$ cat config.mk
export PLATFORM = sky130hd
export DESIGN_NAME = datagram_header_deframer_unit_flat
export DESIGN_NICKNAME = d
export VERILOG_FILES = /design/src/rtl/dhd_pkg.sv /design/src/rtl/dhd_if.sv /design/src/rtl/dhd_parse.sv /design/src/rtl/dhd_fifo.sv /design/src/rtl/datagram_header_deframer_unit.sv /design/src/flat_wrapper.sv
export SDC_FILE = /design/constraint.sdc
export NUM_CORES = 1
export LEC_CHECK = 0
export BUFFER_PORTS_ARGS = -buffer_cell sky130_fd_sc_hd__buf_2
export CAP_MARGIN = 5
export CORE_ASPECT_RATIO = 0.9
export CORE_MARGIN = 3
export CORE_UTILIZATION = 45
export CTS_CLUSTER_DIAMETER = 200
export DETAILED_ROUTE_END_ITERATION = 8
export SYNTH_ARGS = -nofsm -noshare
export SYNTH_HDL_FRONTEND = slang
export SYNTH_HIERARCHICAL = 1
export SYNTH_SLANG_ARGS = --single-unit
$ cat constraint.sdc
create_clock -name clk -period 8.7 [get_ports clk]
set_input_delay 1.74 -clock clk [delete_from_list [all_inputs] [get_ports clk]]
set_output_delay 1.74 -clock clk [all_outputs]
set_load 0.01 [all_outputs]
$ cat src/rtl/dhd_pkg.sv
// ----------------------------------------------------------------------------
// dhd_pkg
// Shared types and constants of the datagram header deframer.
// ----------------------------------------------------------------------------
package dhd_pkg;

    localparam int CFG_INDEX_W = 8;
    localparam int CFG_DATA_W  = 16;

    // configuration register indexes
    localparam logic [CFG_INDEX_W-1:0] REG_MULTI_ID    = 8'd0;
    localparam logic [CFG_INDEX_W-1:0] REG_DETAILS_ID  = 8'd1;
    localparam logic [CFG_INDEX_W-1:0] REG_MAX_ELEM    = 8'd2;
    localparam logic [CFG_INDEX_W-1:0] REG_PAYLOAD_LIM = 8'd3;

    // result kinds
    localparam logic [1:0] KIND_PAYLOAD = 2'd0;
    localparam logic [1:0] KIND_MULTI   = 2'd1;
    localparam logic [1:0] KIND_DETAILS = 2'd2;
    localparam logic [1:0] KIND_STATUS  = 2'd3;

    // end status codes
    localparam logic [1:0] STATUS_OK        = 2'd0;
    localparam logic [1:0] STATUS_SHORT_HDR = 2'd1;
    localparam logic [1:0] STATUS_BAD_ID    = 2'd2;

    typedef struct packed {
        logic [7:0]  multi_element_id;
        logic [7:0]  details_element_id;
        logic [7:0]  max_elements;
        logic [15:0] payload_limit;
    } cfg_t;

    typedef struct packed {
        logic [1:0]  item_kind;
        logic [7:0]  payload_byte;
        logic [6:0]  dgram_ref;
        logic        ack_request;
        logic [7:0]  total_parts;
        logic [7:0]  part_number;
        logic [7:0]  details_length;
        logic [15:0] details_crc;
        logic [1:0]  end_status;
        logic [7:0]  element_count;
        logic [15:0] payload_count;
        logic        is_last;
    } result_t;

    // results produced by one request, first then second
    typedef struct packed {
        logic    first_vld;
        logic    second_vld;
        result_t first;
        result_t second;
    } push_t;

endpackage

$ cat src/rtl/dhd_if.sv
// ----------------------------------------------------------------------------
// dhd_if
// Valid/ready channels of the datagram header deframer.
// ----------------------------------------------------------------------------
interface dhd_frame_if;
    logic       valid;
    logic       ready;
    logic [7:0] frame_byte;
    logic       frame_end;

    modport source (output valid, output frame_byte, output frame_end, input ready);
    modport sink   (input valid, input frame_byte, input frame_end, output ready);
endinterface

interface dhd_result_if;
    logic        valid;
    logic        ready;
    logic [1:0]  item_kind;
    logic [7:0]  payload_byte;
    logic [6:0]  dgram_ref;
    logic        ack_request;
    logic [7:0]  total_parts;
    logic [7:0]  part_number;
    logic [7:0]  details_length;
    logic [15:0] details_crc;
    logic [1:0]  end_status;
    logic [7:0]  element_count;
    logic [15:0] payload_count;
    logic        is_last;

    modport source (
        output valid, output item_kind, output payload_byte, output dgram_ref,
        output ack_request, output total_parts, output part_number,
        output details_length, output details_crc, output end_status,
        output element_count, output payload_count, output is_last,
        input ready
    );
    modport sink (
        input valid, input item_kind, input payload_byte, input dgram_ref,
        input ack_request, input total_parts, input part_number,
        input details_length, input details_crc, input end_status,
        input element_count, input payload_count, input is_last,
        output ready
    );
endinterface

interface dhd_cfg_if;
    logic                             valid;
    logic                             ready;
    logic [dhd_pkg::CFG_INDEX_W-1:0]  index;
    logic [dhd_pkg::CFG_DATA_W-1:0]   data;

    modport source (output valid, output index, output data, input ready);
    modport sink   (input valid, input index, input data, output ready);
endinterface

$ cat src/rtl/dhd_parse.sv
// ----------------------------------------------------------------------------
// dhd_parse
// Per-byte header parser: updates the frame state on each accepted byte and
// forms up to two results (decoded element or payload byte, then status).
// ----------------------------------------------------------------------------
module dhd_parse (
    input  logic            clk,
    input  logic            rst_n,
    input  dhd_pkg::cfg_t   cfg,
    input  logic            take,
    input  logic [7:0]      frame_byte,
    input  logic            frame_end,
    output dhd_pkg::push_t  push
);

    localparam logic [2:0] PH_HLEN    = 3'd0;
    localparam logic [2:0] PH_ID      = 3'd1;
    localparam logic [2:0] PH_LEN     = 3'd2;
    localparam logic [2:0] PH_DATA    = 3'd3;
    localparam logic [2:0] PH_SKIP    = 3'd4;
    localparam logic [2:0] PH_PAYLOAD = 3'd5;
    localparam logic [2:0] PH_ERROR   = 3'd6;

    localparam logic [1:0] TYPE_NONE    = 2'd0;
    localparam logic [1:0] TYPE_MULTI   = 2'd1;
    localparam logic [1:0] TYPE_DETAILS = 2'd2;

    logic [2:0]  phase_reg,    phase_next;
    logic [7:0]  hdr_left_reg, hdr_left_next;
    logic [1:0]  pos_reg,      pos_next;
    logic [1:0]  etype_reg,    etype_next;
    logic [7:0]  elems_reg,    elems_next;
    logic [7:0]  held_a_reg,   held_a_next;
    logic [7:0]  held_b_reg,   held_b_next;
    logic [15:0] pay_reg,      pay_next;
    logic [1:0]  err_reg,      err_next;

    logic [7:0]  hdr_dec;
    logic        hdr_empty;
    logic [7:0]  elems_inc;

    assign hdr_dec   = hdr_left_reg - 8'd1;
    assign hdr_empty = (hdr_dec == 8'd0);
    assign elems_inc = elems_reg + 8'd1;

    always_comb
    begin
        phase_next    = phase_reg;
        hdr_left_next = hdr_left_reg;
        pos_next      = pos_reg;
        etype_next    = etype_reg;
        elems_next    = elems_reg;
        held_a_next   = held_a_reg;
        held_b_next   = held_b_reg;
        pay_next      = pay_reg;
        err_next      = err_reg;
        push          = '0;

        unique case (phase_reg)
            PH_HLEN:
            begin
                hdr_left_next = frame_byte;
                elems_next    = 8'd0;
                pay_next      = 16'd0;
                err_next      = dhd_pkg::STATUS_OK;
                pos_next      = 2'd0;
                etype_next    = TYPE_NONE;
                if (frame_byte == 8'd0)
                    phase_next = PH_PAYLOAD;
                else if (cfg.max_elements == 8'd0)
                    phase_next = PH_SKIP;
                else
                    phase_next = PH_ID;
            end
            PH_ID:
            begin
                // multi id wins when both ids match
                if (frame_byte == cfg.multi_element_id ||
                    frame_byte == cfg.details_element_id)
                begin
                    etype_next    = (frame_byte == cfg.multi_element_id) ?
                                    TYPE_MULTI : TYPE_DETAILS;
                    hdr_left_next = hdr_dec;
                    phase_next    = hdr_empty ? PH_PAYLOAD : PH_LEN;
                end
                else
                begin
                    etype_next = TYPE_NONE;
                    err_next   = dhd_pkg::STATUS_BAD_ID;
                    phase_next = PH_ERROR;
                end
            end
            PH_LEN:
            begin
                pos_next      = 2'd0;
                hdr_left_next = hdr_dec;
                phase_next    = hdr_empty ? PH_PAYLOAD : PH_DATA;
            end
            PH_DATA:
            begin
                hdr_left_next = hdr_dec;
                if (pos_reg == 2'd0)
                begin
                    held_a_next = frame_byte;
                    pos_next    = 2'd1;
                    if (hdr_empty)
                        phase_next = PH_PAYLOAD;
                end
                else if (pos_reg == 2'd1)
                begin
                    held_b_next = frame_byte;
                    pos_next    = 2'd2;
                    if (hdr_empty)
                        phase_next = PH_PAYLOAD;
                end
                else
                begin
                    push.first_vld = 1'b1;
                    if (etype_reg == TYPE_MULTI)
                    begin
                        push.first.item_kind   = dhd_pkg::KIND_MULTI;
                        push.first.dgram_ref   = held_a_reg[7:1];
                        push.first.ack_request = held_a_reg[0];
                        push.first.total_parts = held_b_reg;
                        push.first.part_number = frame_byte;
                    end
                    else
                    begin
                        push.first.item_kind      = dhd_pkg::KIND_DETAILS;
                        push.first.details_length = held_a_reg;
                        push.first.details_crc    = {frame_byte, held_b_reg};
                    end
                    pos_next   = 2'd0;
                    elems_next = elems_inc;
                    if (hdr_empty)
                        phase_next = PH_PAYLOAD;
                    else if (elems_inc >= cfg.max_elements)
                        phase_next = PH_SKIP;
                    else
                        phase_next = PH_ID;
                end
            end
            PH_SKIP:
            begin
                hdr_left_next = hdr_dec;
                if (hdr_empty)
                    phase_next = PH_PAYLOAD;
            end
            PH_PAYLOAD:
            begin
                if (pay_reg < cfg.payload_limit)
                begin
                    push.first_vld          = 1'b1;
                    push.first.item_kind    = dhd_pkg::KIND_PAYLOAD;
                    push.first.payload_byte = frame_byte;
                    pay_next                = pay_reg + 16'd1;
                end
            end
            default:
            begin
                // error phase: swallow bytes until the frame ends
            end
        endcase

        if (frame_end)
        begin
            push.second_vld           = 1'b1;
            push.second.item_kind     = dhd_pkg::KIND_STATUS;
            if (err_next != dhd_pkg::STATUS_OK)
                push.second.end_status = err_next;
            else if (phase_next != PH_PAYLOAD)
                push.second.end_status = dhd_pkg::STATUS_SHORT_HDR;
            else
                push.second.end_status = dhd_pkg::STATUS_OK;
            push.second.element_count = elems_next;
            push.second.payload_count = pay_next;
            push.second.is_last       = 1'b1;
            phase_next    = PH_HLEN;
            hdr_left_next = 8'd0;
            pos_next      = 2'd0;
            etype_next    = TYPE_NONE;
        end
    end

    always_ff @(posedge clk or negedge rst_n)
    begin
        if (!rst_n)
        begin
            phase_reg    <= PH_HLEN;
            hdr_left_reg <= 8'd0;
            pos_reg      <= 2'd0;
            etype_reg    <= TYPE_NONE;
            elems_reg    <= 8'd0;
            held_a_reg   <= 8'd0;
            held_b_reg   <= 8'd0;
            pay_reg      <= 16'd0;
            err_reg      <= dhd_pkg::STATUS_OK;
        end
        else if (take)
        begin
            phase_reg    <= phase_next;
            hdr_left_reg <= hdr_left_next;
            pos_reg      <= pos_next;
            etype_reg    <= etype_next;
            elems_reg    <= elems_next;
            held_a_reg   <= held_a_next;
            held_b_reg   <= held_b_next;
            pay_reg      <= pay_next;
            err_reg      <= err_next;
        end
    end

endmodule

$ cat src/rtl/dhd_fifo.sv
// ----------------------------------------------------------------------------
// dhd_fifo
// Four-entry result queue that takes up to two results per cycle and hands
// out one per cycle.
// ----------------------------------------------------------------------------
module dhd_fifo (
    input  logic              clk,
    input  logic              rst_n,
    input  dhd_pkg::push_t    push,
    input  logic              push_en,
    output logic              room,
    output logic              head_vld,
    output dhd_pkg::result_t  head,
    input  logic              pop
);

    dhd_pkg::result_t mem_reg [4];

    logic [1:0] wptr_reg, wptr_next;
    logic [1:0] rptr_reg, rptr_next;
    logic [2:0] count_reg, count_next;
    logic [1:0] n_push;
    logic       do_pop;
    logic       wr_first, wr_second;
    logic [1:0] wptr_plus1;

    assign room     = (count_reg <= 3'd2);
    assign head_vld = (count_reg != 3'd0);
    assign head     = mem_reg[rptr_reg];
    assign do_pop   = pop && head_vld;

    // compact the pair so that a lone status goes into the first free slot
    assign wr_first   = push_en && (push.first_vld || push.second_vld);
    assign wr_second  = push_en && push.first_vld && push.second_vld;
    assign n_push     = {1'b0, wr_first} + {1'b0, wr_second};
    assign wptr_plus1 = wptr_reg + 2'd1;

    assign wptr_next  = wptr_reg + n_push;
    assign rptr_next  = rptr_reg + {1'b0, do_pop};
    assign count_next = count_reg + {1'b0, n_push} - {2'b00, do_pop};

    always_ff @(posedge clk)
    begin
        if (wr_first)
            mem_reg[wptr_reg] <= push.first_vld ? push.first : push.second;
        if (wr_second)
            mem_reg[wptr_plus1] <= push.second;
    end

    always_ff @(posedge clk or negedge rst_n)
    begin
        if (!rst_n)
        begin
            wptr_reg  <= 2'd0;
            rptr_reg  <= 2'd0;
            count_reg <= 3'd0;
        end
        else
        begin
            wptr_reg  <= wptr_next;
            rptr_reg  <= rptr_next;
            count_reg <= count_next;
        end
    end

endmodule

$ cat src/rtl/datagram_header_deframer_unit.sv
// ----------------------------------------------------------------------------
// datagram_header_deframer_unit
// Splits a byte-serial datagram into decoded header elements, payload bytes
// and an end-of-frame status.
//
// frame:  datagram bytes in, one per request, frame_end on the last byte.
// result: decoded items out; item_kind tells payload byte, multi element,
//         details element or status; is_last marks the status of a frame.
// cfg:    register writes (index 0..3), always ready; other indexes ignored.
// Each byte is parsed in the cycle it is accepted and its results, up to
// two, are registered in a four-entry output queue. One byte is taken every
// cycle while the queue has room for two results; a byte ending a frame can
// add two, so a stalled receiver blocks input once three or more results
// wait. Sustained rate is one byte per cycle whenever results drain at one
// per cycle.
// Reset empties the queue, returns the parser to waiting for a header
// length byte and loads the register defaults (ids 0 and 1, four elements,
// payload limit 255).
// ----------------------------------------------------------------------------
module datagram_header_deframer_unit (
    input  logic          clk,
    input  logic          rst_n,
    dhd_frame_if.sink     frame,
    dhd_result_if.source  result,
    dhd_cfg_if.sink       cfg
);

    dhd_pkg::cfg_t    cfg_reg;
    dhd_pkg::push_t   push;
    dhd_pkg::result_t head;
    logic             room;
    logic             take;

    assign cfg.ready   = 1'b1;
    assign frame.ready = room;
    assign take        = frame.valid && room;

    always_ff @(posedge clk or negedge rst_n)
    begin
        if (!rst_n)
        begin
            cfg_reg.multi_element_id   <= 8'd0;
            cfg_reg.details_element_id <= 8'd1;
            cfg_reg.max_elements       <= 8'd4;
            cfg_reg.payload_limit      <= 16'd255;
        end
        else if (cfg.valid)
        begin
            if (cfg.index == dhd_pkg::REG_MULTI_ID)
                cfg_reg.multi_element_id <= cfg.data[7:0];
            else if (cfg.index == dhd_pkg::REG_DETAILS_ID)
                cfg_reg.details_element_id <= cfg.data[7:0];
            else if (cfg.index == dhd_pkg::REG_MAX_ELEM)
                cfg_reg.max_elements <= cfg.data[7:0];
            else if (cfg.index == dhd_pkg::REG_PAYLOAD_LIM)
                cfg_reg.payload_limit <= cfg.data[15:0];
        end
    end

    dhd_parse u_parse (
        .clk        (clk),
        .rst_n      (rst_n),
        .cfg        (cfg_reg),
        .take       (take),
        .frame_byte (frame.frame_byte),
        .frame_end  (frame.frame_end),
        .push       (push)
    );

    dhd_fifo u_fifo (
        .clk      (clk),
        .rst_n    (rst_n),
        .push     (push),
        .push_en  (take),
        .room     (room),
        .head_vld (result.valid),
        .head     (head),
        .pop      (result.ready)
    );

    assign result.item_kind      = head.item_kind;
    assign result.payload_byte   = head.payload_byte;
    assign result.dgram_ref      = head.dgram_ref;
    assign result.ack_request    = head.ack_request;
    assign result.total_parts    = head.total_parts;
    assign result.part_number    = head.part_number;
    assign result.details_length = head.details_length;
    assign result.details_crc    = head.details_crc;
    assign result.end_status     = head.end_status;
    assign result.element_count  = head.element_count;
    assign result.payload_count  = head.payload_count;
    assign result.is_last        = head.is_last;

endmodule
$ cat src/flat_wrapper.sv
// flat-port wrapper written by rule: the top's interface ports become plain ports
module datagram_header_deframer_unit_flat 
  (clk, rst_n, frame_valid, frame_frame_byte, frame_frame_end, frame_ready, result_valid, result_item_kind, result_payload_byte, result_dgram_ref, result_ack_request, result_total_parts, result_part_number, result_details_length, result_details_crc, result_end_status, result_element_count, result_payload_count, result_is_last, result_ready, cfg_valid, cfg_index, cfg_data, cfg_ready);
  dhd_frame_if frame_i ();
  dhd_result_if result_i ();
  dhd_cfg_if cfg_i ();
  input  logic clk;
  input  logic rst_n;
  input wire logic [$bits(frame_i.valid)-1:0] frame_valid;
  input wire logic [$bits(frame_i.frame_byte)-1:0] frame_frame_byte;
  input wire logic [$bits(frame_i.frame_end)-1:0] frame_frame_end;
  output wire logic [$bits(frame_i.ready)-1:0] frame_ready;
  output wire logic [$bits(result_i.valid)-1:0] result_valid;
  output wire logic [$bits(result_i.item_kind)-1:0] result_item_kind;
  output wire logic [$bits(result_i.payload_byte)-1:0] result_payload_byte;
  output wire logic [$bits(result_i.dgram_ref)-1:0] result_dgram_ref;
  output wire logic [$bits(result_i.ack_request)-1:0] result_ack_request;
  output wire logic [$bits(result_i.total_parts)-1:0] result_total_parts;
  output wire logic [$bits(result_i.part_number)-1:0] result_part_number;
  output wire logic [$bits(result_i.details_length)-1:0] result_details_length;
  output wire logic [$bits(result_i.details_crc)-1:0] result_details_crc;
  output wire logic [$bits(result_i.end_status)-1:0] result_end_status;
  output wire logic [$bits(result_i.element_count)-1:0] result_element_count;
  output wire logic [$bits(result_i.payload_count)-1:0] result_payload_count;
  output wire logic [$bits(result_i.is_last)-1:0] result_is_last;
  input wire logic [$bits(result_i.ready)-1:0] result_ready;
  input wire logic [$bits(cfg_i.valid)-1:0] cfg_valid;
  input wire logic [$bits(cfg_i.index)-1:0] cfg_index;
  input wire logic [$bits(cfg_i.data)-1:0] cfg_data;
  output wire logic [$bits(cfg_i.ready)-1:0] cfg_ready;
  assign frame_i.valid = frame_valid;
  assign frame_i.frame_byte = frame_frame_byte;
  assign frame_i.frame_end = frame_frame_end;
  assign frame_ready = frame_i.ready;
  assign result_valid = result_i.valid;
  assign result_item_kind = result_i.item_kind;
  assign result_payload_byte = result_i.payload_byte;
  assign result_dgram_ref = result_i.dgram_ref;
  assign result_ack_request = result_i.ack_request;
  assign result_total_parts = result_i.total_parts;
  assign result_part_number = result_i.part_number;
  assign result_details_length = result_i.details_length;
  assign result_details_crc = result_i.details_crc;
  assign result_end_status = result_i.end_status;
  assign result_element_count = result_i.element_count;
  assign result_payload_count = result_i.payload_count;
  assign result_is_last = result_i.is_last;
  assign result_i.ready = result_ready;
  assign cfg_i.valid = cfg_valid;
  assign cfg_i.index = cfg_index;
  assign cfg_i.data = cfg_data;
  assign cfg_ready = cfg_i.ready;
  datagram_header_deframer_unit u_core (.clk(clk), .rst_n(rst_n), .frame(frame_i), .result(result_i), .cfg(cfg_i));
endmodule
==> run summary <==
Vias post-DR: 13,800
Minimum clock period: 5.35 ns
Layout cells sized above 1: 30.7%
Multi-input logic area: 0.0101 mm²
Die Height: 225 µm
First-pass GRT wire length: 87,700 µm
Max-slew violations: 0
Vias per inst: 5.60
EDFF count, synth: 340
TritonCTS clock tree: built
CTS buffer count: 49
Post-CTS setup buffer count: 0
Mapped Cells: 1,640
First-pass iteration count of the detailed router: 5
Clock root buffer: clkbuf_16
Crit-path max FO: 36
Worst slew margin: 31.6%
Largest cells by area after synthesis: edfxtp_1 (43%), dfrtp_1 (9.8%), mux2_1 (9.4%)
Die area: 0.0560 mm²
WL final: 56,600 µm
Vias in the first global route: 14,300
Register area: 0.0128 mm²
Worst hold path class: flop to flop
Final design utilization: 50.5%
CTS Hold Buffers Added: 0
Post-Place Worst Slack: 3.81 ns
Cell taking the most area after synthesis: edfxtp_1
DR DRC count: 0
Clock skew: 0.0208 ns
Area of the core: 0.0521 mm²
Crit end category: output pin
Fill count: 4,389
Slew @ Worst Pin: 1.03 ns
Final Cycle Share: 61.5%
PortBufs: 124
Top_reg_cell synth: edfxtp_1
Post-CTS resize count: 0
Async SR Flop Fraction: 23.4%
Fin area: 0.0263 mm²
Design Power: 7.02 mW
Largest net degree at the start of global routing: 66
H-tree levels: 2
All-Layer GR Usage: 20.3%
Yosys cell types: 72
Setup ws final: 3.35 ns
Routed length per placed instance: 23.0 µm
Post-synth top area share: 42.7%
# IOs: 126
Count leader, synth: edfxtp_1
Synth Register Bits: 444
Gpl congestion: 0.817
Final Setup Violations: 0
Ys Warns: 6
GRT Residual Overflow: 0
Syn-to-layout area delta: 10.0%
Skew-Pair Late Insertion Delay: 0.61 ns
CP arrival: 3.61 ns
Starting DRT DRC Count: 916
Avg Inst Size Synth: 14.6 µm²
CTS clk-pin slew, worst paths: 0.06 ns
Starting Density: 45.9%
Max reg flops: 340
Clock Path Buffers: 3
LEAKAGE: 10.2 nW
RSZ-0062 raised after global routing: false
Peak VDD IR: 0.142 mV
Final hold vios: 0
Required time worst endpoint: 6.96 ns
CP startpoint kind: flop
# rows: 79
DP Area: 0.0248 mm²
Post-synth top cells: edfxtp_1 (340), mux2_1 (200), mux2_2 (189), buf_4 (97), dfrtp_1 (94)
Setup CP Type: flop to output pin
Layout Nets: 1,806
Detail Route Antenna Nets: 0
Hpwl dp: 33,800 µm
Setup TNS: 0 ns
Die width: 249 µm
Post-Syn Area: 0.0239 mm²
Antenna violations before repair: 4
Total power per unit cell area: 267 mW/mm²
Run status: finished clean
Peak Freq: 0.187 GHz
Post-synthesis sequential area ratio: 53.6%
Clock sink count: 444
Max Cap Viol: 0
[path summary, 6_finish.rpt]
kind	start	endpoint	slack, ns	cells after the start
worst max-delay path	u_core/u_fifo/rptr_reg[0]$_DFF_PN0_	result_dgram_ref[3]	3.35	4
worst min-delay path	u_core/u_parse/etype_reg[1]$_DFFE_PN0P_	u_core/u_parse/etype_reg[1]$_DFFE_PN0P_	0.49	2
worst max register to register	u_core/cfg_reg[2]$_DFFE_PN1P_	u_core/u_fifo/mem_reg[1][38]$_DFFE_PP_	3.84	12
worst min register to register	u_core/u_parse/etype_reg[1]$_DFFE_PN0P_	u_core/u_parse/etype_reg[1]$_DFFE_PN0P_	0.49	2
max in group asynchronous	rst_n	u_core/u_parse/held_b_reg[0]$_DFFE_PN0P_	6.25	2
min in group asynchronous	rst_n	u_core/cfg_reg[8]$_DFFE_PN0P_	1.18	1
[cells in the final DEF, fill, tap and decap left out, drive strengths merged, types with 6 or more instances in the layout]
cell    instances
mux4           85
mux2i           6
o21a           11
mux2          399
and3           27
inv            43
and2           56
nor2b          14
a22oi           6
clkinv         15
buf           150
nand2b          8
ha             33
dfrtp          94
clkbuf         71
nor2           23
nor3b           6
nand4           7
xnor2           8
a211o           7
nor3           15
nand3          19
nor4           14
a21oi          30
xor2           21
a21o            6
a31oi          15
or2             7
conb           84
dfstp          10
nand2          56
o21ai          37
edfxtp        340
[kinds of logic after synthesis]
group / synth area share, %
AND/OR/NAND/NOR: 6.26
buffers and inverters: 5.99
XOR/XNOR: 1.06
AO/OA/AOI/OAI: 4.03
other: 0.0314
multiplexers: 27.2
adder cells (fa/ha/maj): 1.81
flip-flops: 53.6
[cell type report]
type | instances | area share (%)
Sequential cell | 444 | 48.8
Tap cell | 688 | 3.27
Clock buffer | 71 | 5.16
Clock inverter | 19 | 0.746
Multi-Input combinational cell | 1047 | 38.3
Antenna cell | 3 | 0.0285
Inverter | 42 | 0.599
Timing Repair Buffer | 150 | 3.15
[critical path, stage by stage, from the launching register on]
cell	delay (ns)
dfrtp_4	0.78
buf_4	0.62
buf_4	0.72
mux4_2	0.62
buf_2	0.16
[per-layer routing]
layer	routed length, µm	vias up	global-route usage (%)
met5	0	-	0
met4	980	0	4.87
met3	2850	68	3.02
met2	26800	350	33.0
met1	26000	7074	28.9
li1	-	6308	-
[where the power goes]
| group | internal (mW) | total, mW | switching, mW |
|---|---|---|---|
| Combinational | 1.01 | 2.22 | 1.21 |
| Clock | 1.15 | 2.02 | 0.865 |
| Sequential | 2.58 | 2.78 | 0.205 |
| Total | 4.74 | 7.02 | 2.28 |
[metrics by stage]
step,std cells,hold slack (ns)
3_3_place_gp,2370,0.470
2_1_floorplan,1722,0.450
5_1_grt,2461,0.516
6_report,2464,0.489
4_1_cts,2460,0.498
3_5_place_dp,2370,0.486
No activity file was read; power rests on OpenSTA's default activity.
